--- config.mk ---
export PLATFORM = sky130hd
export DESIGN_NAME = opbc_queue
export DESIGN_NICKNAME = d
export VERILOG_FILES = /design/src/rtl/opbc_pkg.sv /design/src/rtl/opbc_queue.sv
export VERILOG_INCLUDE_DIRS = /design/src /design/src/rtl
export SDC_FILE = /design/constraint.sdc
export NUM_CORES = 1
export LEC_CHECK = 0
export ABC_CLOCK_PERIOD_IN_PS = 4220
export BUFFER_PORTS_ARGS = -buffer_cell sky130_fd_sc_hd__buf_4
export CAP_MARGIN = 20
export CORE_UTILIZATION = 30
export CTS_CLUSTER_SIZE = 40
export DETAILED_ROUTE_END_ITERATION = 7
export HOLD_SLACK_MARGIN = 0.03
export PLACE_DENSITY = 0.56
export SLEW_MARGIN = 15
export SYNTH_ARGS = -nofsm -noshare
export SYNTH_HDL_FRONTEND = slang
export SYNTH_SLANG_ARGS = --single-unit
--- constraint.sdc ---
create_clock -name clk_i -period 4.22 [get_ports clk_i]
set_input_delay 0.211 -clock clk_i [delete_from_list [all_inputs] [get_ports clk_i]]
set_output_delay 0.211 -clock clk_i [all_outputs]
set_load 0.03 [all_outputs]
--- src/rtl/assert_macros.svh ---
// ----------------------------------------------------------------------------
// assert_macros.svh
// shared concurrent assertion macros for the page buffer controller
// ----------------------------------------------------------------------------
`ifndef ASSERT_MACROS_SVH
`define ASSERT_MACROS_SVH

// checked on every rising clock edge while out of reset
`define ASSERT_AT(lbl, clk, rstn, prop) \
  lbl: assert property (@(posedge clk) disable iff (!rstn) prop) \
    else $error("%m: assertion failed");

// checked on every rising clock edge, reset included
`define ASSERT_ALWAYS(lbl, clk, prop) \
  lbl: assert property (@(posedge clk) prop) \
    else $error("%m: assertion failed");

`endif

--- src/rtl/opbc_pkg.sv ---
// ----------------------------------------------------------------------------
// opbc_pkg
// sizes, constants and the queued operation type of the page buffer controller
// ----------------------------------------------------------------------------
package opbc_pkg;

  localparam int PanelWidth  = 128;
  localparam int StoreBytes  = 1024;
  localparam int ChunkBytes  = 16;
  localparam int ChunkCount  = StoreBytes / ChunkBytes;
  localparam int QueueDepth  = 2;

  localparam int AddrW   = $clog2(StoreBytes);
  localparam int RdAddrW = $clog2(8 * PanelWidth);
  localparam int CntW    = (ChunkBytes > 1) ? $clog2(ChunkBytes) : 1;
  localparam int IdxW    = (ChunkCount > 1) ? $clog2(ChunkCount) : 1;
  localparam int QPtrW   = (QueueDepth > 1) ? $clog2(QueueDepth) : 1;
  localparam int QCntW   = $clog2(QueueDepth + 1);

  // one classified word handed from the front to the back
  typedef struct packed {
    logic             is_read;
    logic             rd_ok;
    logic             wr_en;
    logic [AddrW-1:0] addr;
    logic [7:0]       data;
    logic [2:0]       bit_sel;
    logic             disp;
    logic             inv;
    logic             redraw;
    logic             unknown;
  } opbc_op_t;

endpackage

--- src/rtl/opbc_queue.sv ---
// ----------------------------------------------------------------------------
// opbc_queue
// short fifo of classified operations between parser and store
// ----------------------------------------------------------------------------
module opbc_queue (
  input  logic               clk_i,
  input  logic               rst_ni,
  input  logic               push_i,
  input  opbc_pkg::opbc_op_t push_data_i,
  output logic               full_o,
  input  logic               pop_i,
  output logic               valid_o,
  output opbc_pkg::opbc_op_t pop_data_o
);
  import opbc_pkg::*;

  `include "assert_macros.svh"

  opbc_op_t         slot_q [QueueDepth];
  logic [QPtrW-1:0] wr_ptr_q, rd_ptr_q;
  logic [QCntW-1:0] count_q;

  assign full_o     = (count_q == QCntW'(QueueDepth));
  assign valid_o    = (count_q != '0);
  assign pop_data_o = slot_q[rd_ptr_q];

  always_ff @(posedge clk_i) begin
    if (push_i) begin
      slot_q[wr_ptr_q] <= push_data_i;
    end
  end

  always_ff @(posedge clk_i or negedge rst_ni) begin
    if (!rst_ni) begin
      wr_ptr_q <= '0;
      rd_ptr_q <= '0;
      count_q  <= '0;
    end else begin
      if (push_i) begin
        wr_ptr_q <= (wr_ptr_q == QPtrW'(QueueDepth - 1)) ? '0 : wr_ptr_q + 1'b1;
      end
      if (pop_i) begin
        rd_ptr_q <= (rd_ptr_q == QPtrW'(QueueDepth - 1)) ? '0 : rd_ptr_q + 1'b1;
      end
      if (push_i && !pop_i) begin
        count_q <= count_q + 1'b1;
      end else if (pop_i && !push_i) begin
        count_q <= count_q - 1'b1;
      end
    end
  end

  `ASSERT_AT(a_no_push_when_full, clk_i, rst_ni, full_o |-> !push_i)
  `ASSERT_AT(a_no_pop_when_empty, clk_i, rst_ni, !valid_o |-> !pop_i)

endmodule

After elaboration in Yosys (flattened, before gate mapping)

Memory sizes are Yosys's and may differ from the RTL's.
Index checks and enable logic that the tools add are counted.

Memories: 1
RAM bits: 56
Logic and storage cells: 21
Input bits: 32
Output and inout bits: 30
Register bits: 4

Memories:

| name   | depth | bits a word | rd ports | clocked after memory_dff | wr ports | RTL line         | source |
|---|---|---|---|---|---|---|---|
| slot_q | 2     | 28          | 1        | 0                        | 1        | opbc_queue.sv:19 | `opbc_op_t slot_q [QueueDepth];` |

Equality and inequality tests: 1
Multiplexer cells: 6
Reductions and logical operators: 6
Add/sub/neg operators: 4

Operators with widths:

| operator                                                           | number |
|---|---|
| 1-bit 2-to-1 mux                                                   | 4 |
| 2-bit 2-to-1 mux                                                   | 2 |
| 2-bit nonzero test                                                 | 2 |
| 1-bit adder, second input constant                                 | 2 |
| 2-bit by 1-bit adder with 2-bit output, second input constant      | 1 |
| 2-bit equality test, second input constant                         | 1 |
| 1-bit logical AND                                                  | 2 |
| 1-bit logical NOT                                                  | 2 |
| 2-bit by 1-bit subtractor with 2-bit output, second input constant | 1 |

Logic depth before layout (Yosys ltp)

Gate-level depths: netlist of the first run.

Depth in word-level cells: 4
Depth in mapped cells: 5
Depth with buffers taken out: 5

Least setup slack after synthesis of the first run

Ideal clock, no wire load.

Path kind: register -> register
From: reg wr_ptr_q
To: mem slot_q[0][0] (netlist bit) (enable)
Period minus slack after synthesis: 2.082 ns
Buffers on the path: 0
Slack: 2.138 ns
Required time: 3.804 ns
Library setup time: 0.416 ns
Cell stages (with the launch flop): 2
Arrival time: 1.666 ns
Path through: dfrtp_1 > nor2b_1

RTL lines:

| what                     | RTL line         | source |
|---|---|---|
| start: declaration       | opbc_queue.sv:20 | `logic [QPtrW-1:0] wr_ptr_q, rd_ptr_q;` |
| start signal: assignment | opbc_queue.sv:40 | `wr_ptr_q <= (wr_ptr_q == QPtrW'(QueueDepth - 1)) ? '0 : wr_ptr_q + 1'b1;` |
| end: declaration         | opbc_queue.sv:19 |  |

No word-level cell before the write port.

==> run metrics, run 1 <==
Mean Syn Cell Area between 20 and 25 sq um; CTS Sinks 60; RSZ-0062 raised after global routing false; global-route wire length before repair roughly 5600 microns; area of the mapped netlist about 2300 sq um; slowest cell delay on critical path roughly 800 ps; Placed Area 2830 sq um; total number of vias roughly 1200; synth top area cells edfxtp_1 (75%), mux2_2 (9.0%), mux2_4 (6.7%), dfrtp_1 (4.4%), xor2_1 (1.6%); Initial Util 0.311; Final min period roughly 2300 ps; GRT overflow 0; CP Capture Type output port; Slew HR 0.537; Lkg Pwr approximately 1.2 nW; GRT Total Usage 0.104; critical path's most frequent cell buf_4; Crit Path Category reg2out; CP arrival 2040 ps; Post-Syn Instances 103; P&R area growth vs syn 34.3%; CTS tree yes; 1st-iter DRT viols a little over 40; P per Cell Area 704 nW/um^2; hold_ws between 50 and 60 ps; DR WL/cell roughly 14 microns; VDD IR max 409 uV; placeable core area 7250 sq um; post-CTS sizing 0; worst slew pin tran 694 ps; vias in the first global route roughly 1200; Final period util 0.534; H-tree Lvls 3; cell family with most CP delay flip-flops; Post-CTS Setup Inserts 0; Yosys top cell area share 0.745; fin util 0.418; hpwl dp 2520 microns; Slew Limit Fails 0; synthesized flop and latch total 60; die height roughly 89 microns; clock transition at the registers of the reported paths roughly 70 ps; ant diodes 0; final WL roughly 3800 microns; status finished clean; Yosys warnings 0; library cells used by synthesis 15; Setup TNS Final 0 ps; max cap viols 0; CTS root buffer clkbuf_8; Fin. Hold Viols 0; die area 7870 sq um; Setup crit start kind register; syn nets about 140; most common cell after layout, fill and taps aside buf_4; cts hold-fix bufs 1; TritonRoute pass-1 iters 3; Worst Path Buf+Inv 2; GPL Wtd Cong roughly 0.63; CP cell instances buf_4 -> mux2_2 -> buf_4; Clk Latency, worst-skew pair about 330 ps; Die Width approximately 90 microns; Residual DRC 0; ANT nets after route 0; commonest cells after routing, fill and taps aside buf_4 (64), edfxtp_1 (56), mux2_2 (18); Seq/Total Area, Yosys 0.789; I/O pin cnt 62; largest net degree at the start of global routing 29; share of cells above drive strength 1 0.608; maximum operating frequency approximately 440 MHz; Hold Crit Class in2reg; Yosys top cell by area edfxtp_1; port bufs about 60; vias per cell about 4.1; Max Fanout on Critical Path 16; initial antenna violation count 0; num rows 31; Layout Cell Area excl Fill 3030 sq um; Clock Skew around 2.3 ps; setup violators final 0; CTS Buffer Depth 2; CP Data Required Time roughly 4000 ps; slowest CP cell dfrtp_1; CTS Buf Count 9; Total Nets Final between 200 and 250
-- routing by layer --
metal	track usage	vias up	routed length, microns
met4	0.0660	0	84
met3	0.0457	8	267
li1	-	539	-
met5	0	-	0
met2	0.175	39	1960
met1	0.105	571	1480
-- cell type report --
class | instances | area (sq um)
multi-input combinational | 39 | 440
inverter | 1 | 3.75
tap | 99 | 124
timing repair buffer | 65 | 490
clock buffer | 9 | 124
clock inverter | 7 | 67.6
fill | 675 | 4220
sequential | 60 | 1780
-- cells by family after synthesis --
| logic type | count (synthesis) | share of synthesized area |
|---|---|---|
| xor+xnor | 5 | 0.0194 |
| fa+ha+maj | 1 | 0.00554 |
| buf+inv | 4 | 0.0166 |
| flops | 60 | 0.789 |
| mux | 28 | 0.156 |
| simple gates | 5 | 0.0128 |
-- flip-flops by register name, summed over array words and instances (netlist names) --
register,flops
count_q,2
rd_ptr_q,1
slot_q,56
wr_ptr_q,1
-- cell usage after synthesis --
cell type   n
and2_1      1
buf_8       1
buf_6       1
dfrtp_1     4
xnor2_1     1
edfxtp_1   56
buf_4       1
mux2_4     10
mux2_2     18
or2_2       1
inv_1       1
nor2b_1     2
ha_1        1
nor2_1      1
xor2_1      4
-- report_power, final --
part	switching (mW)	internal, mW	total (mW)
Sequential	0.0665	0.794	0.860
Combinational	0.438	0.348	0.786
Clock	0.219	0.269	0.487
Total	0.723	1.41	2.13
-- through the flow --
| step | worst slack [ps] | std cells | power, mW |
|---|---|---|---|
| after global routing | 1790 | 280 | 2.24 |
| final | 1970 | 280 | 2.13 |
| after floorplan | 2140 | 103 | 1.42 |
| after global placement | 2320 | 263 | 1.66 |
| after detailed placement | 2270 | 263 | 1.68 |
| after CTS | 1900 | 280 | 2.17 |
-- path summary, 6_finish.rpt --
kind                                 end  cells after the start  slack [ps]            from
setup / recovery           pop_data_o[4]                      3        1970        rd_ptr_q
hold / removal              slot_q[0][4]                      1          60  push_data_i[4]
setup reg to reg           slot_q[1][27]                      2        2980        wr_ptr_q
hold reg to reg               count_q[1]                      1         490      count_q[1]
max in group asynchronous     count_q[1]                      2        3910          rst_ni
min in group asynchronous     count_q[0]                      2         210          rst_ni
(Power assumes the default switching activity.)
==> inputs of run 2 (changes only) <==
- ABC_AREA: not set -> 1
- ABC_CLOCK_PERIOD_IN_PS: 4220 -> 2200
- clock period: 4.22 -> 2.2 ns (I/O delays scaled with it)
==> run metrics, run 2 <==
post-CTS sizing 0 (unchanged); syn nets 145 (was 136); initial antenna violation count 0 (unchanged); Largest Register slot_q (unchanged); Initial Util 0.312 (was 0.311); ys flop type edfxtp_1 (unchanged); setup violators final 0 (unchanged); max cap viols 0 (unchanged); P&R area growth vs syn 46.3% (was 34.3%); Yosys top cell area share 0.739 (was 0.745); Setup TNS Final 0 ps (unchanged); vias per cell 4.08 (was 4.13); CP arrival 1660 ps (was 2040 ps); Final min period approximately 1800 ps; CTS Buffer Depth 2 (unchanged); Place WS 745 ps (was 2270 ps); flip-flop count of the largest register after layout 56 (unchanged); Clock Skew 2.25 ps (was 2.26 ps); TritonRoute pass-1 iters 4 (was 3); Yosys warnings 0 (unchanged); slowest CP cell buf_4 (was dfrtp_1); cts hold-fix bufs 31 (was 1); PnR worst setup slack 432 ps (was 1970 ps); Slew HR 0.711 (was 0.537); Post-synth EDFFs 56 (unchanged); Fin. Hold Viols 0 (unchanged); CTS Sinks 60 (unchanged); GRT Total Usage 0.111 (was 0.104); port bufs 61 (unchanged); CP cell instances buf_4 -> mux2_2 -> buf_4 (unchanged); Seq/Total Area, Yosys 0.783 (was 0.789); H-tree Lvls 3 (unchanged); GPL Wtd Cong 0.633 (about the same); CP Data Required Time 2090 ps (was 4010 ps); Power Total 4.00 mW (was 2.13 mW); I/O pin cnt 62 (unchanged); hpwl dp 2630 microns (was 2520 microns); slowest cell delay on critical path 400 ps (was 790 ps); CTS Buf Count 9 (unchanged); maximum operating frequency 565 MHz; Commonest cells post-synth edfxtp_1 (56), mux2_2 (18), mux2_4 (10) (unchanged); RSZ-0062 raised after global routing false (unchanged); Residual DRC 0 (unchanged); most frequent cell after synthesis edfxtp_1 (unchanged); Total Nets Final 249 (was 209); most common cell after layout, fill and taps aside buf_4 (unchanged); ys async rst share 0.0667 (unchanged); DR WL/cell 13.2 microns (was 13.5 microns); total number of vias 1300 (was 1157); hold_ws 126 ps (was 59.7 ps); Final period util 0.804; Lkg Pwr 1.33 nW (was 1.17 nW); VDD IR max 531 uV (was 409 uV); worst slew pin tran 434 ps (was 694 ps); synthesized flop and latch total 60 (unchanged); share of cells above drive strength 1 0.477 (was 0.608); Post-CTS Setup Inserts 0 (unchanged); Worst Path Buf+Inv 2 (unchanged); commonest cells after routing, fill and taps aside buf_4 (64), edfxtp_1 (56), dlygate4sd3_1 (31) (was buf_4 (64), edfxtp_1 (56), mux2_2 (18)); final WL 4200 microns (was 3790 microns); global-route wire length before repair 6090 microns (was 5610 microns); Yosys top cell by area edfxtp_1 (unchanged); die height 89.1 microns (was 88.7 microns); Mean Syn Cell Area 20.3 sq um (was 21.9 sq um); Hold Crit Class in2async (was in2reg); storage element area 1780 sq um (unchanged); Slew Limit Fails 0 (unchanged); area of the mapped netlist 2270 sq um (was 2260 sq um); Die Width 89.1 microns (was 88.7 microns); synth top area cells edfxtp_1 (74%), mux2_2 (8.9%), mux2_4 (6.6%), dfrtp_1 (4.4%), inv_1 (1.2%) (was edfxtp_1 (75%), mux2_2 (9.0%), mux2_4 (6.7%), dfrtp_1 (4.4%), xor2_1 (1.6%)); die area 7930 sq um (was 7870 sq um); Largest regs slot_q x56, count_q x2 (unchanged); clock transition at the registers of the reported paths 60 ps (was 70 ps); Crit Path Category reg2out (unchanged); CTS tree yes (unchanged); largest net degree at the start of global routing 29 (unchanged); 1st-iter DRT viols 32 (was 41); area of the multi-input gates 435 sq um (was 440 sq um); CTS root buffer clkbuf_8 (unchanged); critical path's most frequent cell buf_4 (unchanged); num rows 31 (unchanged); ant diodes 0 (unchanged); CP Capture Type output port (unchanged); GRT overflow 0 (unchanged); status finished clean (unchanged); vias in the first global route 1303 (was 1245); library cells used by synthesis 15 (unchanged); Setup crit start kind register (unchanged); Clk Latency, worst-skew pair 320 ps (was 330 ps); Post-Syn Instances 112 (was 103); placeable core area 7290 sq um (was 7250 sq um); filler instances 683 (was 675); cell family with most CP delay buffers and inverters (was flip-flops); ANT nets after route 0 (unchanged); Max Fanout on Critical Path 28 (was 16); P per Cell Area 1200 nW/um^2 (was 704 nW/um^2)
## run 2: cell types whose count changed in the layout (fill, tap and decap cells not counted), moves of 3 or more
cell           previous run  this run
inv_1                     1         7
nand2_1                   0         6
dlygate4sd3_1             1        31
clkinvlp_4                3         0
## run 2: final timing paths
| kind | depth (start not counted) | startpoint | end | slack (ps) |
|---|---|---|---|---|
| max | 3 | rd_ptr_q | pop_data_o[0] | 430 |
| min in group clk_i | 1 | rd_ptr_q | rd_ptr_q | 480 |
| min | 2 | rst_ni | rd_ptr_q | 130 |
| min reg2reg | 1 | rd_ptr_q | rd_ptr_q | 480 |
| max in group asynchronous | 2 | rst_ni | count_q[1] | 1970 |
| max reg2reg | 3 | wr_ptr_q | slot_q[1][27] | 890 |
## run 2: report_power, final
group          internal [mW]  total [mW]  switching (mW)
clock network          0.391       0.760           0.369
registers               1.52        1.60          0.0733
logic                  0.715        1.65           0.932
## run 2: logic make-up (layout without fill, tap and decap cells)
logic type / after synthesis / in the layout / synth area share
XOR/XNOR: 3 / 3 / 0.0116
adder cells (fa/ha/maj): 1 / 1 / 0.00550
buffers and inverters: 10 / 118 / 0.0264
flip-flops: 60 / 60 / 0.783
multiplexers: 28 / 28 / 0.155
AND/OR/NAND/NOR: 10 / 10 / 0.0182
## run 2: worst register-to-register path, stage by stage (launching register included)
cell	delay, ps
dfrtp_1	390
nand2_1	60
inv_1	320
buf_12	230
## run 2: final cells by class
cell class,instances,area share
Inverter,7,0.00790
Clock inverter,4,0.00527
Multi-Input combinational cell,42,0.131
Sequential cell,60,0.536
Clock buffer,11,0.0395
Timing Repair Buffer,96,0.244
Tap cell,99,0.0372
## run 2: metrics by stage
step / utilization / std cells / instance area (sq um)
detailed placement: 0.393 / 273 / 2870
floorplan: - / 112 / 2270
global route: 0.456 / 319 / 3330
finish: 0.456 / 319 / 3330
global placement: 0.393 / 273 / 2870
CTS: 0.456 / 319 / 3330
## run 2: per-layer routing
metal | routed length, microns | share of wire | track usage
met5 | 0 | 0 | 0
met4 | 94 | 0.022 | 0.0823
met3 | 167 | 0.040 | 0.0222
met2 | 2090 | 0.50 | 0.189
met1 | 1850 | 0.44 | 0.125
==> inputs of run 3 (changes only) <==
- ABC_CLOCK_PERIOD_IN_PS: 2200 -> 1700
- clock period: 2.2 -> 1.7 ns (I/O delays scaled with it)
==> run metrics, run 3 (synthesis results as in run 2) <==
H-tree Lvls 3 (unchanged); final WL 4080 microns (was 4200 microns); vias per cell 4.04 (was 4.08); largest net degree at the start of global routing 29 (unchanged); Setup crit start kind register (unchanged); maximum operating frequency 622 MHz; 1st-iter DRT viols 34 (was 32); fin util 0.469 (was 0.456); filler instances 683 (unchanged); max cap viols 0 (unchanged); Slew Limit Fails 0 (unchanged); RSZ-0062 raised after global routing false (unchanged); post-CTS sizing 0 (unchanged); Fin. Hold Viols 0 (unchanged); Setup TNS Final 0 ps (unchanged); Total Nets Final 248 (was 249); CTS root buffer clkbuf_8 (unchanged); CTS Buffer Depth 2 (unchanged); ant diodes 0 (unchanged); TritonRoute pass-1 iters 4 (unchanged); placeable core area 7290 sq um (unchanged); area of the multi-input gates 435 sq um (unchanged); die height 89.1 microns (unchanged); CP Data Required Time 1620 ps (was 2090 ps); Crit Path Category reg2out (unchanged); CP arrival 1520 ps (was 1660 ps); num rows 31 (unchanged); setup violators final 0 (unchanged); GRT overflow 0 (unchanged); hpwl dp 2420 microns (was 2630 microns); Lkg Pwr 1.37 nW (was 1.33 nW); CP Capture Type output port (unchanged); most common cell after layout, fill and taps aside buf_4 (unchanged); Final min period roughly 1600 ps; Residual DRC 0 (unchanged); P per Cell Area 1670 nW/um^2 (was 1200 nW/um^2); Slew HR 0.874 (was 0.711); die area 7930 sq um (unchanged); CTS Buf Count 9 (unchanged); Max Fanout on Critical Path 28 (unchanged); Die Width 89.1 microns (unchanged); I/O pin cnt 62 (unchanged); port bufs 61 (unchanged); status finished clean (unchanged); storage element area 1780 sq um (unchanged); Largest regs slot_q x56, count_q x2 (unchanged); GRT Total Usage 0.113 (was 0.111); CTS tree yes (unchanged); Clk Latency, worst-skew pair 330 ps (was 320 ps); total number of vias 1284 (was 1300); ANT nets after route 0 (unchanged); global-route wire length before repair 6270 microns (was 6090 microns); CTS Sinks 60 (unchanged); clock transition at the registers of the reported paths 60 ps (about the same); Initial Util 0.312 (unchanged); Non-Filler Instances 318 (was 319); worst slew pin tran 190 ps (was 434 ps); Largest Register slot_q (unchanged); vias in the first global route 1357 (was 1303); share of cells above drive strength 1 0.489 (was 0.477); Hold Crit Class in2async (unchanged); Reg2Reg Depth 2 (was 3); DR WL/cell 12.8 microns (was 13.2 microns); P&R area growth vs syn 50.5% (was 46.3%); GPL Wtd Cong 0.637 (was 0.633); commonest cells after routing, fill and taps aside buf_4 (61), edfxtp_1 (56), dlygate4sd3_1 (31) (was buf_4 (64), edfxtp_1 (56), dlygate4sd3_1 (31)); VDD IR max 677 uV (was 531 uV); placed cell count 272 (was 273); Clock Skew 4.17 ps (was 2.25 ps); Final period util 0.946; flip-flop count of the largest register after layout 56 (unchanged); initial antenna violation count 0 (unchanged)
## run 3: changes by cell type in the layout (fill, tap and decap cells not counted)
cell	change
buf_4	-3
bufinv_16	+3
buf_12	+2
clkbuf_1	-2
clkinv_1	-1
## run 3: area by class of cell
class	count	area share
flip-flops and latches	60	0.520
repair buffers	95	0.242
multi-input cells	42	0.127
clock buffers	9	0.0362
well taps	99	0.0362
clock inverters	6	0.0303
inverters	7	0.00768
## run 3: stage by stage
| step | hold WS [ps] | instance area (sq um) | power (mW) | setup slack, ps |
|---|---|---|---|---|
| 5_1_grt | 79.4 | 3420 | 5.99 | 23.3 |
| 2_1_floorplan | -211 | 2280 | 3.53 | 142 |
| 6_report | 82.8 | 3420 | 5.71 | 91.4 |
| 3_5_place_dp | -113 | 2890 | 4.24 | 433 |
| 4_1_cts | 62.0 | 3420 | 5.79 | 61.9 |
| 3_3_place_gp | -113 | 2890 | 4.23 | 452 |
## run 3: critical path, stage by stage (launching register included)
cell     delay, ps
dfrtp_1        410
buf_12         240
mux2_2         370
buf_4          170
## run 3: report_power, final
part	leakage [nW]	internal (mW)	switching, mW
registers	0.573	1.97	0.0980
logic	0.680	0.966	1.19
clock network	0.116	0.955	0.528
total	1.37	3.89	1.82
## run 3: layer usage
layer / vias up / part of all wire / global-route usage
met5: - / 0 / 0
met4: 0 / 0.034 / 0.0880
met1: 603 / 0.41 / 0.120
met2: 43 / 0.51 / 0.192
li1: 626 / - / -
met3: 12 / 0.048 / 0.0314
## run 3: worst paths after layout
check                               start            end  slack, ps
min reg2reg                    count_q[1]     count_q[1]        490
min                                rst_ni     count_q[0]         80
max reg2reg                      wr_ptr_q   slot_q[0][0]        600
max in group asynchronous          rst_ni       rd_ptr_q       1520
max                              rd_ptr_q  pop_data_o[4]         90
min in group clk_i         push_data_i[4]   slot_q[1][4]        480
## run 3: repair_timing
item,in CTS,in global routing
buffers inserted,0,0
hold endpoints to repair,62,0
hold buffers,31,0
setup endpoints to repair,0,0
