**src/rtl/assert_macros.svh**
```systemverilog
// ----------------------------------------------------------------------------
// assert_macros.svh
// shared concurrent assertion macros for the page buffer controller
// ----------------------------------------------------------------------------
`ifndef ASSERT_MACROS_SVH
`define ASSERT_MACROS_SVH

// checked on every rising clock edge while out of reset
`define ASSERT_AT(lbl, clk, rstn, prop) \
  lbl: assert property (@(posedge clk) disable iff (!rstn) prop) \
    else $error("%m: assertion failed");

// checked on every rising clock edge, reset included
`define ASSERT_ALWAYS(lbl, clk, prop) \
  lbl: assert property (@(posedge clk) prop) \
    else $error("%m: assertion failed");

`endif

```
**src/rtl/opbc_pkg.sv**
```systemverilog
// ----------------------------------------------------------------------------
// opbc_pkg
// sizes, constants and the queued operation type of the page buffer controller
// ----------------------------------------------------------------------------
package opbc_pkg;

  localparam int PanelWidth  = 128;
  localparam int StoreBytes  = 1024;
  localparam int ChunkBytes  = 16;
  localparam int ChunkCount  = StoreBytes / ChunkBytes;
  localparam int QueueDepth  = 2;

  localparam int AddrW   = $clog2(StoreBytes);
  localparam int RdAddrW = $clog2(8 * PanelWidth);
  localparam int CntW    = (ChunkBytes > 1) ? $clog2(ChunkBytes) : 1;
  localparam int IdxW    = (ChunkCount > 1) ? $clog2(ChunkCount) : 1;
  localparam int QPtrW   = (QueueDepth > 1) ? $clog2(QueueDepth) : 1;
  localparam int QCntW   = $clog2(QueueDepth + 1);

  // one classified word handed from the front to the back
  typedef struct packed {
    logic             is_read;
    logic             rd_ok;
    logic             wr_en;
    logic [AddrW-1:0] addr;
    logic [7:0]       data;
    logic [2:0]       bit_sel;
    logic             disp;
    logic             inv;
    logic             redraw;
    logic             unknown;
  } opbc_op_t;

endpackage

```
**src/rtl/opbc_in_if.sv**
```systemverilog
// ----------------------------------------------------------------------------
// opbc_in_if
// input channel: stream byte writes and pixel read queries
// ----------------------------------------------------------------------------
interface opbc_in_if;
  logic       valid;
  logic       ready;
  logic       mode;
  logic [7:0] stream_byte;
  logic [6:0] pixel_column;
  logic [5:0] pixel_row;

  modport source (output valid, mode, stream_byte, pixel_column, pixel_row, input ready);
  modport sink   (input valid, mode, stream_byte, pixel_column, pixel_row, output ready);
endinterface

```
**src/rtl/opbc_front.sv**
```systemverilog
// ----------------------------------------------------------------------------
// opbc_front
// stream parser: tracks control/command/data phase, display flags and chunk
// position, and turns each accepted word into one queued operation
// ----------------------------------------------------------------------------
module opbc_front (
  input  logic               clk_i,
  input  logic               rst_ni,
  opbc_in_if.sink            in_i,
  input  logic               clear_busy_i,
  input  logic               q_full_i,
  output logic               push_o,
  output opbc_pkg::opbc_op_t push_data_o
);
  import opbc_pkg::*;

  `include "assert_macros.svh"

  localparam logic [1:0] PhControl = 2'd0;
  localparam logic [1:0] PhCommand = 2'd1;
  localparam logic [1:0] PhData    = 2'd2;

  localparam logic [7:0] CtlCommand = 8'h00;
  localparam logic [7:0] CtlData    = 8'h40;
  localparam logic [7:0] CmdOff     = 8'hAE;
  localparam logic [7:0] CmdOn      = 8'hAF;
  localparam logic [7:0] CmdNormal  = 8'hA6;
  localparam logic [7:0] CmdInvert  = 8'hA7;
  localparam logic [7:0] CmdNop     = 8'hE3;

  logic [1:0]      phase_q, phase_d;
  logic [CntW-1:0] cnt_q, cnt_d;
  logic [IdxW-1:0] idx_q, idx_d;
  logic            disp_q, disp_d;
  logic            inv_q, inv_d;
  logic            fire;
  logic [RdAddrW-1:0] rd_addr;
  opbc_op_t        op;

  assign in_i.ready = !q_full_i && !clear_busy_i;
  assign fire       = in_i.valid && in_i.ready;

  // page * width + column
  assign rd_addr = RdAddrW'(32'(in_i.pixel_row[5:3]) * PanelWidth + 32'(in_i.pixel_column));

  always_comb begin
    phase_d = phase_q;
    cnt_d   = cnt_q;
    idx_d   = idx_q;
    disp_d  = disp_q;
    inv_d   = inv_q;

    op         = '0;
    op.is_read = in_i.mode;
    op.data    = in_i.stream_byte;
    op.bit_sel = in_i.pixel_row[2:0];

    if (in_i.mode) begin
      op.addr  = AddrW'(rd_addr);
      op.rd_ok = (32'(in_i.pixel_column) < PanelWidth) && (32'(rd_addr) < StoreBytes);
    end else begin
      op.addr = AddrW'(32'(idx_q) * ChunkBytes + 32'(cnt_q));
      unique case (phase_q)
        PhCommand: begin
          phase_d = PhControl;
          unique case (in_i.stream_byte)
            CmdOff:    begin disp_d = 1'b0; op.redraw = 1'b1; end
            CmdOn:     begin disp_d = 1'b1; op.redraw = 1'b1; end
            CmdNormal: begin inv_d  = 1'b0; op.redraw = 1'b1; end
            CmdInvert: begin inv_d  = 1'b1; op.redraw = 1'b1; end
            CmdNop:    ;
            default:   op.unknown = 1'b1;
          endcase
        end
        PhData: begin
          op.wr_en = (32'(idx_q) * ChunkBytes + 32'(cnt_q)) < StoreBytes;
          if (cnt_q == CntW'(ChunkBytes - 1)) begin
            cnt_d   = '0;
            phase_d = PhControl;
            if (idx_q == IdxW'(ChunkCount - 1)) begin
              idx_d     = '0;
              op.redraw = 1'b1;
            end else begin
              idx_d = idx_q + 1'b1;
            end
          end else begin
            cnt_d = cnt_q + 1'b1;
          end
        end
        default: begin
          // control byte, unused phase code lands here too
          phase_d = PhControl;
          if (in_i.stream_byte == CtlCommand) begin
            phase_d = PhCommand;
          end else if (in_i.stream_byte == CtlData) begin
            phase_d = PhData;
            cnt_d   = '0;
          end
        end
      endcase
    end

    op.disp = disp_d;
    op.inv  = inv_d;
  end

  always_ff @(posedge clk_i or negedge rst_ni) begin
    if (!rst_ni) begin
      phase_q <= PhControl;
      cnt_q   <= '0;
      idx_q   <= '0;
      disp_q  <= 1'b0;
      inv_q   <= 1'b0;
    end else if (fire) begin
      phase_q <= phase_d;
      cnt_q   <= cnt_d;
      idx_q   <= idx_d;
      disp_q  <= disp_d;
      inv_q   <= inv_d;
    end
  end

  assign push_o      = fire;
  assign push_data_o = op;

  `ASSERT_AT(a_no_accept_while_clearing, clk_i, rst_ni, clear_busy_i |-> !fire)
  `ASSERT_AT(a_chunk_count_idle, clk_i, rst_ni, (phase_q != PhData) |-> (cnt_q == '0))

endmodule

```
**src/flat_wrapper.sv**
```systemverilog
// flat-port wrapper written by rule: the top's interface ports become plain ports
module opbc_front_flat import opbc_pkg::*;
  (clk_i, rst_ni, clear_busy_i, q_full_i, push_o, push_data_o, in_i_valid, in_i_mode, in_i_stream_byte, in_i_pixel_column, in_i_pixel_row, in_i_ready);
  opbc_in_if in_i_i ();
  input  logic clk_i;
  input  logic rst_ni;
  input  logic clear_busy_i;
  input  logic q_full_i;
  output logic push_o;
  output opbc_pkg::opbc_op_t push_data_o;
  input wire logic [$bits(in_i_i.valid)-1:0] in_i_valid;
  input wire logic [$bits(in_i_i.mode)-1:0] in_i_mode;
  input wire logic [$bits(in_i_i.stream_byte)-1:0] in_i_stream_byte;
  input wire logic [$bits(in_i_i.pixel_column)-1:0] in_i_pixel_column;
  input wire logic [$bits(in_i_i.pixel_row)-1:0] in_i_pixel_row;
  output wire logic [$bits(in_i_i.ready)-1:0] in_i_ready;
  assign in_i_i.valid = in_i_valid;
  assign in_i_i.mode = in_i_mode;
  assign in_i_i.stream_byte = in_i_stream_byte;
  assign in_i_i.pixel_column = in_i_pixel_column;
  assign in_i_i.pixel_row = in_i_pixel_row;
  assign in_i_ready = in_i_i.ready;
  opbc_front u_core (.clk_i(clk_i), .rst_ni(rst_ni), .in_i(in_i_i), .clear_busy_i(clear_busy_i), .q_full_i(q_full_i), .push_o(push_o), .push_data_o(push_data_o));
endmodule
```
**config.mk**
```make
export PLATFORM = sky130hd
export DESIGN_NAME = opbc_front_flat
export DESIGN_NICKNAME = d
export VERILOG_FILES = /design/src/rtl/opbc_pkg.sv /design/src/rtl/opbc_in_if.sv /design/src/rtl/opbc_front.sv /design/src/flat_wrapper.sv
export VERILOG_INCLUDE_DIRS = /design/src /design/src/rtl
export SDC_FILE = /design/constraint.sdc
export NUM_CORES = 1
export LEC_CHECK = 0
export BUFFER_PORTS_ARGS = -buffer_cell sky130_fd_sc_hd__buf_2
export CELL_PAD_IN_SITES_DETAIL_PLACEMENT = 0
export CELL_PAD_IN_SITES_GLOBAL_PLACEMENT = 2
export CORE_MARGIN = 10
export CORE_UTILIZATION = 28
export CTS_BUF_LIST = sky130_fd_sc_hd__clkbuf_2 sky130_fd_sc_hd__clkbuf_4 sky130_fd_sc_hd__clkbuf_8
export DETAILED_ROUTE_END_ITERATION = 8
export GPL_ROUTABILITY_DRIVEN = 0
export PLACE_DENSITY = 0.95
export SLEW_MARGIN = 20
export SYNTH_ARGS = -nofsm -noshare
export SYNTH_HDL_FRONTEND = slang
export SYNTH_SLANG_ARGS = --single-unit
```
**constraint.sdc**
```tcl
create_clock -name clk_i -period 3 [get_ports clk_i]
set_clock_uncertainty 0.05 [all_clocks]
set_input_delay 0.6 -clock clk_i [delete_from_list [all_inputs] [get_ports clk_i]]
set_output_delay 0.6 -clock clk_i [all_outputs]
set_load 0.05 [all_outputs]
```
# Word-level counts from Yosys, hierarchy flattened

Index checks and enable logic that the tools add are counted.

Eq/ne operators: 12
Add/subtract/negate cells: 4
Multiplexer cells: 26
Reduce and logical (&&, ||, !) cells: 11
Order comparisons: 1
Bitwise operators: 2

Operators by type and width:

| cell                   | number |
|---|---|
| $eq A8 B8 Y1 const B   | 5 |
| $lt A32 B11 Y1 const B | 1 |
| $mux W1                | 12 |
| $mux W4                | 3 |
| $add A10 B4 Y11        | 1 |
| $add A10 B7 Y10        | 1 |
| $mux W10               | 1 |
| $eq A8 B7 Y1 const B   | 1 |
| $logic_not A8 Y1       | 1 |
| $mux W2                | 4 |
| $pmux W4 S2            | 1 |
| $add A6 B1 Y6 const B  | 1 |
| $eq A6 B6 Y1 const B   | 1 |
| $mux W6                | 1 |
| $pmux W1 S2            | 3 |
| $reduce_and A5 Y1      | 1 |
| $reduce_or A5 Y1       | 1 |
| $add A4 B1 Y4 const B  | 1 |
| $eq A4 B4 Y1 const B   | 1 |
| $pmux W2 S2            | 1 |
| $reduce_and A4 Y1      | 1 |
| $reduce_or A4 Y1       | 1 |
| $reduce_and A3 Y1      | 1 |
| $eq A2 B1 Y1 const B   | 1 |
| 7 further kinds        | 10 |

Word-level logic and storage cells: 61
Flip-flop bits (word level): 14
Output and inout bits: 30
Bits of input ports: 27

# Logic depth before layout (Yosys ltp)

Gate-level depths: netlist (run 1).

Depth after elaboration: 5
Depth in mapped cells: 7
Mapped depth without buffers: 7

# Worst setup path before layout (run 1)

OpenSTA, ideal clock, no wires.

Path kind: input -> output
Start point: input in_i_mode
End point: output push_data_o[1] in the netlist's numbering
Arrival time: 1.928 ns
Cell stages on the path: 4
Required time: 2.350 ns
Path buffers: 0
Path slack: 0.422 ns
Path through: nand2b_1 > inv_1 > a31oi_1 > nor2_1

RTL lines:

| item            | RTL line           | RTL |
|---|---|---|
| start, declared | flat_wrapper.sv:12 | `input wire logic [$bits(in_i_i.mode)-1:0] in_i_mode;` |
| end, declared   | flat_wrapper.sv:10 | `output opbc_pkg::opbc_op_t push_data_o;` |

==> out/metrics.yaml, run 1 <==
status:
  status: "complete, no violations"
route:
  drt-wirelength-per-cell_um: 14.0
  ant_nets: 0
  drt_iter0_drc: 42
  drt-vias-per-instance: 4.78
  drc: 0
  via_count: 985
  first_pass_iters: 4
  drt_wl_total_um: 2880
pwr:
  ir_drop_uv: 197
  powerDensity_mw_per_mm2: 363
  cellLeakagePower_nw: 0.702
  power_uw: 494
clocking:
  cts_buffers: 3
  cts_tree: "built"
  htree_levels: 1
  postCtsHoldBufs: 0
  cts_buffer_depth: 2
  cts_sinks: 14
  cts.clk_slew.worst_paths_ns: 0.06
  ctsResizeCount: 0
  cts_setup_buffers: 0
  cts-root-buf: "clkbuf_8"
  clkLatencyLatePin_ns: 0.25
job:
  maxCapViolCount: 0
finish:
  fin_cells: 206
  num-fill-cells: 421
  postLayoutCellArea_sq_mm: 0.00136
  final_common_cell: "buf_2"
  fin_nets: 190
  drive_gt1_frac: 0.475
  antenna_cells: 0
  area_delta_synth_final_pct: 22.7
  multi_input_comb_area_sq_um: 622
  register_area_sq_um: 350
  final_cell_mix: "50 x buf_2, 15 x mux2_2, 14 x dfrtp_1, 9 x nor2_1, 8 x nand3_1"
placed_design:
  place.port_buffers: 50
  place_ws_ns: 0.449
  dp_hpwl_um: 2360
  place_inst: 202
  post_dp_cell_area_sq_mm: 0.00131
die:
  rows: 22
  die_w_um: 82.9
  die-area_sq_mm: 0.00688
  die_y_um: 82.9
  coreArea_sq_mm: 0.00374
  initial_core_util: 0.296
  pin_count: 57
global_route:
  globalRoute.totalOverflow: 0
  track_usage: 0.0863
  grt_first_pass_wirelength_um: 5220
  grtUsageMet3: 0.0439
  grt_util_met1: 0.105
  grt.busiest_layer: "met2"
  grt_pass1_vias: 1168
  grtUsageMet2: 0.130
  antenna_found_initial: 0
  grt_max_degree: 17
timing:
  fin_ws_ns: 0.321
  finalSetupViolations: 0
  fin_crit_sh: 0.893
  max_freq_mhz: 373
  rsz0062_at_grt: "no"
  hold_violations: 0
  slew_viol_final: 0
  period_needed_ns: 2.68
  max-slew-margin-rel: 0.736
  setup_tns_ns: 0
  worstMarginPinSlew_ns: 0.393
yosys:
  synth_nets: 151
  synth_fa_ha_area_frac: 0.0451
  synth_simple_gate_area_frac: 0.244
  synth-async-reset-ratio: 1.00
  avgSynthCellArea_sq_um: 9.24
  synth.distinct_cells: 36
  synth_top_family_by_area: "simple AND/OR/NAND/NOR gates"
  synth.area.mux_share: 0.152
  synthFlopType: "dfrtp_1"
  synthesis.area_sq_mm: 0.00111
  synth_edf_count: 0
  yosysWarnings: 0
  synth-xor-area-share: 0.0158
  ys_seq_elements: 14
  synth_compound_area_frac: 0.104
  syn_inst: 120
  yosysSeqAreaShare: 0.316
setup_path:
  path_max_fanout: 5
  r2r_cells: 6
  path_cells: "inv_1 -> ha_1 -> nand2b_1 -> nor3_1 -> nand2_1 -> mux2_2 -> buf_2"
  slowest_stage: "dfrtp_1"
  startpoint_type: "flop"
  slowest_delay_ns: 0.40
  cp_top_family: "simple AND/OR/NAND/NOR gates"
  crit_path_end_kind: "output pin"
  critPathRequiredTime_ns: 2.35
  crit_type: "reg -> out"
  cp.arrival_ns: 2.03
  crit_buf_inv: 2
  rrSetupSlack_ns: 1.03
  worstReg2RegStart: "u_core.phase_q[1]"
  r2r_end: "u_core.inv_q"
hold_path:
  holdCritPathClass: "in -> async"
==> cell families (layout without fill, tap and decap cells) <==
logic type,count (synthesis),count (layout)
buffers and inverters,21,59
XOR/XNOR,2,2
AO/OA/AOI/OAI,16,16
AND/OR/NAND/NOR,48,48
adder cells (fa/ha/maj),4,4
multiplexers,15,15
flip-flops,14,14
==> flip-flops by register name, summed over array words and instances (netlist names) <==
name,cells
u_core.phase_q,2
u_core.inv_q,1
u_core.disp_q,1
u_core.cnt_q,4
u_core.idx_q,6
==> per-stage QoR <==
stage	utilization	hold WS, ns
2_1_floorplan	-	0.254
3_3_place_gp	0.349	0.424
3_5_place_dp	0.349	0.436
4_1_cts	0.363	0.203
5_1_grt	0.363	0.211
6_report	0.363	0.189
==> worst max-delay path by stage <==
stage	cells past startpoint	endpoint	startpoint
2_1_floorplan	4	push_data_o[1]	in_i_mode
3_3_place_gp	6	push_data_o[3]	in_i_stream_byte[4]
3_5_place_dp	6	push_data_o[3]	in_i_stream_byte[4]
4_1_cts	7	push_data_o[3]	u_core.phase_q[1]
5_1_grt	7	push_data_o[3]	u_core.phase_q[1]
6_report	7	push_data_o[3]	u_core.phase_q[1]
==> routing by layer <==
metal	vias to the layer above	share of wire
met5	-	0
met4	0	0.0059
met3	2	0.098
met2	41	0.41
met1	442	0.49
li1	500	-
==> where the power goes <==
part	switching [mW]	internal, mW
Sequential	0.00103	0.190
Combinational	0.0835	0.0329
Clock	0.0707	0.116
==> synthesized netlist by cell type, drive strengths merged (3+ instances only) <==
cell    number  area, sq um
ha           4         50.1
dfrtp       14          350
inv          4         15.0
and3         4         25.0
nor3         4         20.0
nor4         3         18.8
nand3        8         40.0
mux2        15          169
nand2        5         18.8
o21ai        3         15.0
nand2b       3         18.8
a31oi        3         18.8
buf         16          116
nor2         9         33.8
==> layout make-up <==
cell class,count,share of cell area
Inverter,4,0.0110
Tap cell,48,0.0442
Sequential cell,14,0.258
Timing Repair Buffer,51,0.190
Multi-Input combinational cell,85,0.457
Clock buffer,4,0.0405
(Power assumes the default switching activity.)
==> run 2, diff against run 1 <==
--- a/config.mk
+++ b/config.mk
@@ -14,6 +14,8 @@
 export CTS_BUF_LIST = sky130_fd_sc_hd__clkbuf_2 sky130_fd_sc_hd__clkbuf_4 sky130_fd_sc_hd__clkbuf_8
 export DETAILED_ROUTE_END_ITERATION = 8
 export GPL_ROUTABILITY_DRIVEN = 0
+export GPL_TIMING_DRIVEN = 0
+export HOLD_SLACK_MARGIN = 0.02
 export PLACE_DENSITY = 0.95
 export SLEW_MARGIN = 20
 export SYNTH_ARGS = -nofsm -noshare
==> constraint.sdc (replaced) <==
create_clock -name clk_i -period 3 [get_ports clk_i]
set_clock_uncertainty 0.05 [all_clocks]
set_input_delay 0.3 -clock clk_i [delete_from_list [all_inputs] [get_ports clk_i]]
set_output_delay 0.3 -clock clk_i [all_outputs]
set_load 0.05 [all_outputs]
==> out/metrics.yaml, run 2 (same netlist as run 1, synthesis figures left out) <==
finish:
  final_common_cell: "buf_2"
  antenna_cells: 0  # unchanged
  largest_register: "u_core.idx_q"
  area_delta_synth_final_pct: 35.2
  final_cell_mix: "53 x buf_2, 15 x mux2_2, 15 x buf_4, 14 x dfrtp_1, 9 x nor2_1"
  postLayoutCellArea_sq_mm: 0.00150  # +10%
  drive_gt1_frac: 0.522  # +0.0478
  largest_register_ffs: 6  # unchanged
  fin_nets: 210  # +11%
  multi_input_comb_area_sq_um: 622  # unchanged
  reg_top3: "u_core.idx_q x6, u_core.cnt_q x4, u_core.phase_q x2"
  fin_cells: 226  # +9.7%
  num-fill-cells: 407  # -3.3%
  register_area_sq_um: 350  # unchanged
timing:
  setup_tns_ns: 0  # unchanged
  hold_violations: 0  # unchanged
  max-slew-margin-rel: 0.642  # -0.0947
  whs_ns: 0.274  # +0.0851 ns
  worstMarginPinSlew_ns: 0.538  # +0.145 ns
  finalSetupViolations: 0  # unchanged
  slew_viol_final: 0  # unchanged
  rsz0062_at_grt: "no"
  max_freq_mhz: 400  # +7.2%
  fin_crit_sh: 0.833  # -0.0598
  period_needed_ns: 2.50  # -0.179 ns
die:
  die-area_sq_mm: 0.00688  # unchanged
  die_w_um: 82.9  # unchanged
  rows: 22  # unchanged
  pin_count: 57  # unchanged
  coreArea_sq_mm: 0.00374  # unchanged
  die_y_um: 82.9  # unchanged
  initial_core_util: 0.296  # unchanged
setup_path:
  cp.arrival_ns: 2.15  # +0.12 ns
  crit_type: "reg -> out"
  crit_path_end_kind: "output pin"
  r2r_cells: 6  # unchanged
  startpoint_type: "flop"
  critPathRequiredTime_ns: 2.65  # +0.30 ns
  path_max_fanout: 5  # unchanged
hold_path:
  whs_path_depth: 2
  holdCritPathClass: "in -> reg"
placed_design:
  place.port_buffers: 53  # +6.0%
  dp_hpwl_um: 2520  # +6.8%
  post_dp_cell_area_sq_mm: 0.00143  # +9.9%
  place_inst: 221  # +9.4%
pwr:
  internal-power_uw: 351  # +3.6%
  sw_frac_of_total: 0.317  # +0.00281
  ir_drop_uv: 146  # -26%
  power_frac_seq: 0.371  # -0.015
  cellLeakagePower_nw: 0.792  # +13%
  p_sw_uw: 163  # +4.9%
  powerDensity_mw_per_mm2: 343  # -5.6%
  combPwrFrac: 0.272  # +0.036
  clkPwrFrac: 0.357  # -0.021
global_route:
  antenna_found_initial: 0  # unchanged
  track_usage: 0.0876  # +0.00132
  grt_max_degree: 15  # -2
  grt_first_pass_wirelength_um: 5330  # +2.0%
  globalRoute.totalOverflow: 0  # unchanged
  grt_pass1_vias: 1149  # -1.6%
route:
  drt-vias-per-instance: 4.77  # -0.24%
  via_count: 1078  # +9.4%
  drc: 0  # unchanged
  drt-wirelength-per-cell_um: 13.5  # -3.3%
  drt_iter0_drc: 67  # +60%
  ant_nets: 0  # unchanged
  drt_wl_total_um: 3050  # +6.1%
  first_pass_iters: 4  # unchanged
clocking:
  cts-root-buf: "clkbuf_8"
  cts_buffers: 3  # unchanged
  htree_levels: 1  # unchanged
  cts_setup_buffers: 0  # unchanged
  cts.clk_slew.worst_paths_ns: 0.06  # about the same
  cts_tree: "built"
  cts_sinks: 14  # unchanged
  clkLatencyLatePin_ns: 0.24  # about the same
  cts_buffer_depth: 2  # unchanged
status:
  status: "complete, no violations"
job:
  maxCapViolCount: 0  # unchanged
run 2: cell types whose count changed in the layout (fill, tap and decap cells not counted), sizes merged:
cell,previous run,this run
dlygate4sd3,0,1
buf,51,69
clkbuf,4,5
run 2: path summary, 6_finish.rpt:
| check | slack [ns] | from | endpoint |
|---|---|---|---|
| min | 0.27 | in_i_stream_byte[6] | u_core.phase_q[0] |
| min reg2reg | 0.44 | u_core.idx_q[4] | u_core.idx_q[4] |
| max in group asynchronous | 2.20 | rst_ni | u_core.idx_q[1] |
| max | 0.50 | u_core.phase_q[1] | push_data_o[3] |
| min in group asynchronous | 0.45 | rst_ni | u_core.phase_q[1] |
| max reg2reg | 1.01 | u_core.phase_q[1] | u_core.inv_q |
run 2: per-stage QoR:
| step | total power [mW] | utilization | setup slack (ns) |
|---|---|---|---|
| detailed placement | 0.335 | 0.383 | 0.752 |
| global placement | 0.333 | 0.383 | 0.775 |
| global route | 0.539 | 0.400 | 0.298 |
| CTS | 0.523 | 0.400 | 0.465 |
| floorplan | 0.291 | - | 0.748 |
| finish | 0.514 | 0.400 | 0.500 |
run 2: layout make-up:
class	instances	share of cell area
Tap cell	48	0.0401
Timing Repair Buffer	54	0.184
Buffer	17	0.0810
Clock buffer	4	0.0367
Multi-Input combinational cell	85	0.415
Inverter	4	0.0100
Sequential cell	14	0.234
run 2: metal layers:
| metal | vias to the layer above | GRT usage | part of all wire |
|---|---|---|---|
| li1 | 543 | - | - |
| met1 | 489 | 0.112 | 0.47 |
| met2 | 42 | 0.131 | 0.43 |
| met3 | 4 | 0.0371 | 0.090 |
| met4 | 0 | 0.0231 | 0.0075 |
| met5 | - | 0 | 0 |
run 2: repair_timing:
action                    CTS  global route
hold buffers                1             0
hold endpoints to repair   14             0
gates resized for setup     0             0
run 2: worst max-delay path: stages (launching register included):
cell and delay [ns]:
dfrtp_1 0.39, inv_1 0.06, ha_1 0.23, nand2b_1 0.12
nor3_1 0.39, nand2_1 0.11, mux2_2 0.28, buf_4 0.12
buf_2 0.20
run 2: power groups by stage:
stage | logic, mW | registers, mW | clock network (mW)
final | 0.140 | 0.190 | 0.184
after global routing | 0.150 | 0.191 | 0.199
after CTS | 0.142 | 0.190 | 0.190
after detailed placement | 0.141 | 0.194 | 0
after global placement | 0.139 | 0.194 | 0
after floorplan | 0.0975 | 0.194 | 0
==> run 3, diff against run 2 <==
--- a/config.mk
+++ b/config.mk
@@ -10,13 +10,13 @@
 export CELL_PAD_IN_SITES_DETAIL_PLACEMENT = 0
 export CELL_PAD_IN_SITES_GLOBAL_PLACEMENT = 2
 export CORE_MARGIN = 10
-export CORE_UTILIZATION = 28
+export CORE_UTILIZATION = 23
 export CTS_BUF_LIST = sky130_fd_sc_hd__clkbuf_2 sky130_fd_sc_hd__clkbuf_4 sky130_fd_sc_hd__clkbuf_8
 export DETAILED_ROUTE_END_ITERATION = 8
 export GPL_ROUTABILITY_DRIVEN = 0
 export GPL_TIMING_DRIVEN = 0
 export HOLD_SLACK_MARGIN = 0.02
-export PLACE_DENSITY = 0.95
+export PLACE_DENSITY = 0.88
 export SLEW_MARGIN = 20
 export SYNTH_ARGS = -nofsm -noshare
 export SYNTH_HDL_FRONTEND = slang
==> constraint.sdc (replaced) <==
create_clock -name clk_i -period 2.1 [get_ports clk_i]
set_clock_uncertainty 0.05 [all_clocks]
set_input_delay 0.21 -clock clk_i [delete_from_list [all_inputs] [get_ports clk_i]]
set_output_delay 0.21 -clock clk_i [all_outputs]
set_load 0.05 [all_outputs]
==> out/metrics.yaml, run 3 (same netlist as run 1, synthesis figures left out) <==
status:
  status: "complete, no violations"
setup_path:
  path_max_fanout: 3  # -2
  slowest_stage: "dfrtp_1"
  path_cells: "inv_2 -> ha_4 -> nand2b_4 -> nor3_4 -> nand2_1 -> mux2_2 -> buf_4 -> buf_6"
  worstReg2RegStart: "u_core.phase_q[0]"
  startpoint_type: "flop"
  cp.arrival_ns: 1.75  # -0.40 ns
  crit_path_end_kind: "output pin"
  critPathRequiredTime_ns: 1.84  # -0.81 ns
  crit_type: "reg -> out"
  slowest_delay_ns: 0.39  # about the same
  cp-startpoint: "u_core.phase_q[1]"
global_route:
  track_usage: 0.0837  # -0.00394
  grt_max_degree: 15  # unchanged
  antenna_found_initial: 0  # unchanged
  globalRoute.totalOverflow: 0  # unchanged
  grt_first_pass_wirelength_um: 5370  # +0.79%
  grt_pass1_vias: 1133  # -1.4%
timing:
  slew_viol_final: 0  # unchanged
  fin_crit_sh: 0.957
  period_needed_ns: 2.01
  max_freq_mhz: 498
  finalSetupViolations: 0  # unchanged
  hold_violations: 0  # unchanged
  whs_ns: 0.175  # -0.0996 ns
  rsz0062_at_grt: "no"
  worstMarginPinSlew_ns: 0.582  # +0.0444 ns
  max-slew-margin-rel: 0.612  # -0.0296
route:
  drt_iter0_drc: 66  # -1.5%
  drt-vias-per-instance: 4.50  # -5.7%
  drt-wirelength-per-cell_um: 13.8  # +2.4%
  via_count: 1057  # -1.9%
  ant_nets: 0  # unchanged
  first_pass_iters: 2  # -2
  drt_wl_total_um: 3250  # +6.5%
  drc: 0  # unchanged
pwr:
  power_uw: 697  # +36%
  cellLeakagePower_nw: 0.832  # +5.1%
  ir_drop_uv: 173  # +18%
  powerDensity_mw_per_mm2: 438  # +28%
hold_path:
  holdCritPathClass: "in -> reg"
  worstHoldStart: "in_i_stream_byte[6]"
placed_design:
  place_inst: 227  # +2.7%
  dp_hpwl_um: 2570  # +2.0%
  post_dp_cell_area_sq_mm: 0.00144  # +0.70%
  place.port_buffers: 53  # unchanged
die:
  pin_count: 57  # unchanged
  rows: 25  # +14%
  die_y_um: 89.4  # +7.8%
  coreArea_sq_mm: 0.00469  # +25%
  initial_core_util: 0.236  # -0.0599
  die_w_um: 89.4  # +7.8%
  die-area_sq_mm: 0.00800  # +16%
finish:
  antenna_cells: 0  # unchanged
  fin_nets: 214  # +1.9%
  num-fill-cells: 498  # +22%
  reg_top3: "u_core.idx_q x6, u_core.cnt_q x4, u_core.phase_q x2"
  largest_register_ffs: 6  # unchanged
  postLayoutCellArea_sq_mm: 0.00159  # +6.1%
  final_common_cell: "buf_2"
  largest_register: "u_core.idx_q"
  multi_input_comb_area_sq_um: 674  # +8.5%
  fin_cells: 235  # +4.0%
  drive_gt1_frac: 0.564  # +0.0411
  final_cell_mix: "50 x buf_2, 19 x buf_4, 14 x mux2_2, 14 x dfrtp_1"
  register_area_sq_um: 350  # unchanged
  area_delta_synth_final_pct: 43.5
clocking:
  clkLatencyLatePin_ns: 0.25  # about the same
  cts_buffers: 3  # unchanged
  cts.clk_slew.worst_paths_ns: 0.05  # about the same
  cts_sinks: 14  # unchanged
  cts_tree: "built"
  cts-root-buf: "clkbuf_8"
  cts_buffer_depth: 2  # unchanged
  htree_levels: 1  # unchanged
job:
  maxCapViolCount: 0  # unchanged
[run 3: final cells by class]
cell class	count	area share
multi-input combinational	85	0.424
timing repair buffer	58	0.201
tap	54	0.0425
inverter	4	0.00944
sequential	14	0.220
buffer	17	0.0763
clock buffer	3	0.0260
[run 3: critical path: cells and delay by family (launching register included)]
kind          cells  cell delay [ns]
simple gates      3             0.36
fa+ha+maj         1             0.14
flops             1             0.39
buf+inv           3             0.35
mux               1             0.27
[run 3: through the flow]
stage,setup WS (ns),util,TNS [ns]
floorplan,0.137,-,0
global placement,-0.0739,0.308,-0.0739
detailed placement,-0.0634,0.308,-0.0634
CTS,0.00920,0.329,0
global route,0.0100,0.339,0
finish,0.0910,0.339,0
[run 3: what timing repair did]
item | 4_1_cts | 5_1_grt
hold buffers | 1 | 0
endpoints found under the setup margin | 3 | 3
endpoints found under the hold margin | 14 | 0
pin swaps | 1 | 2
setup buffers | 2 | 2
resized for setup | 7 | 8
[run 3: final timing paths]
kind                                      to  depth (start not counted)  slack (ns)
min                        u_core.phase_q[0]                          2        0.17
max                           push_data_o[3]                          8        0.09
max reg2reg                  u_core.cnt_q[3]                          6        0.28
min in group asynchronous    u_core.idx_q[1]                          2        0.34
min reg2reg                  u_core.idx_q[4]                          1        0.43
max in group asynchronous  u_core.phase_q[1]                          2        1.41
[run 3: layer usage]
metal	routed length (um)	global-route usage	up-vias
met3	348	0.0273	4
li1	-	-	546
met2	1370	0.126	43
met5	0	0	-
met1	1460	0.102	464
met4	77	0.0477	0
[run 3: where the power goes]
group,total [mW],internal (mW),switching [mW]
Combinational,0.203,0.0656,0.137
Clock,0.222,0.127,0.0951
Sequential,0.272,0.271,0.00145
Total,0.697,0.463,0.234
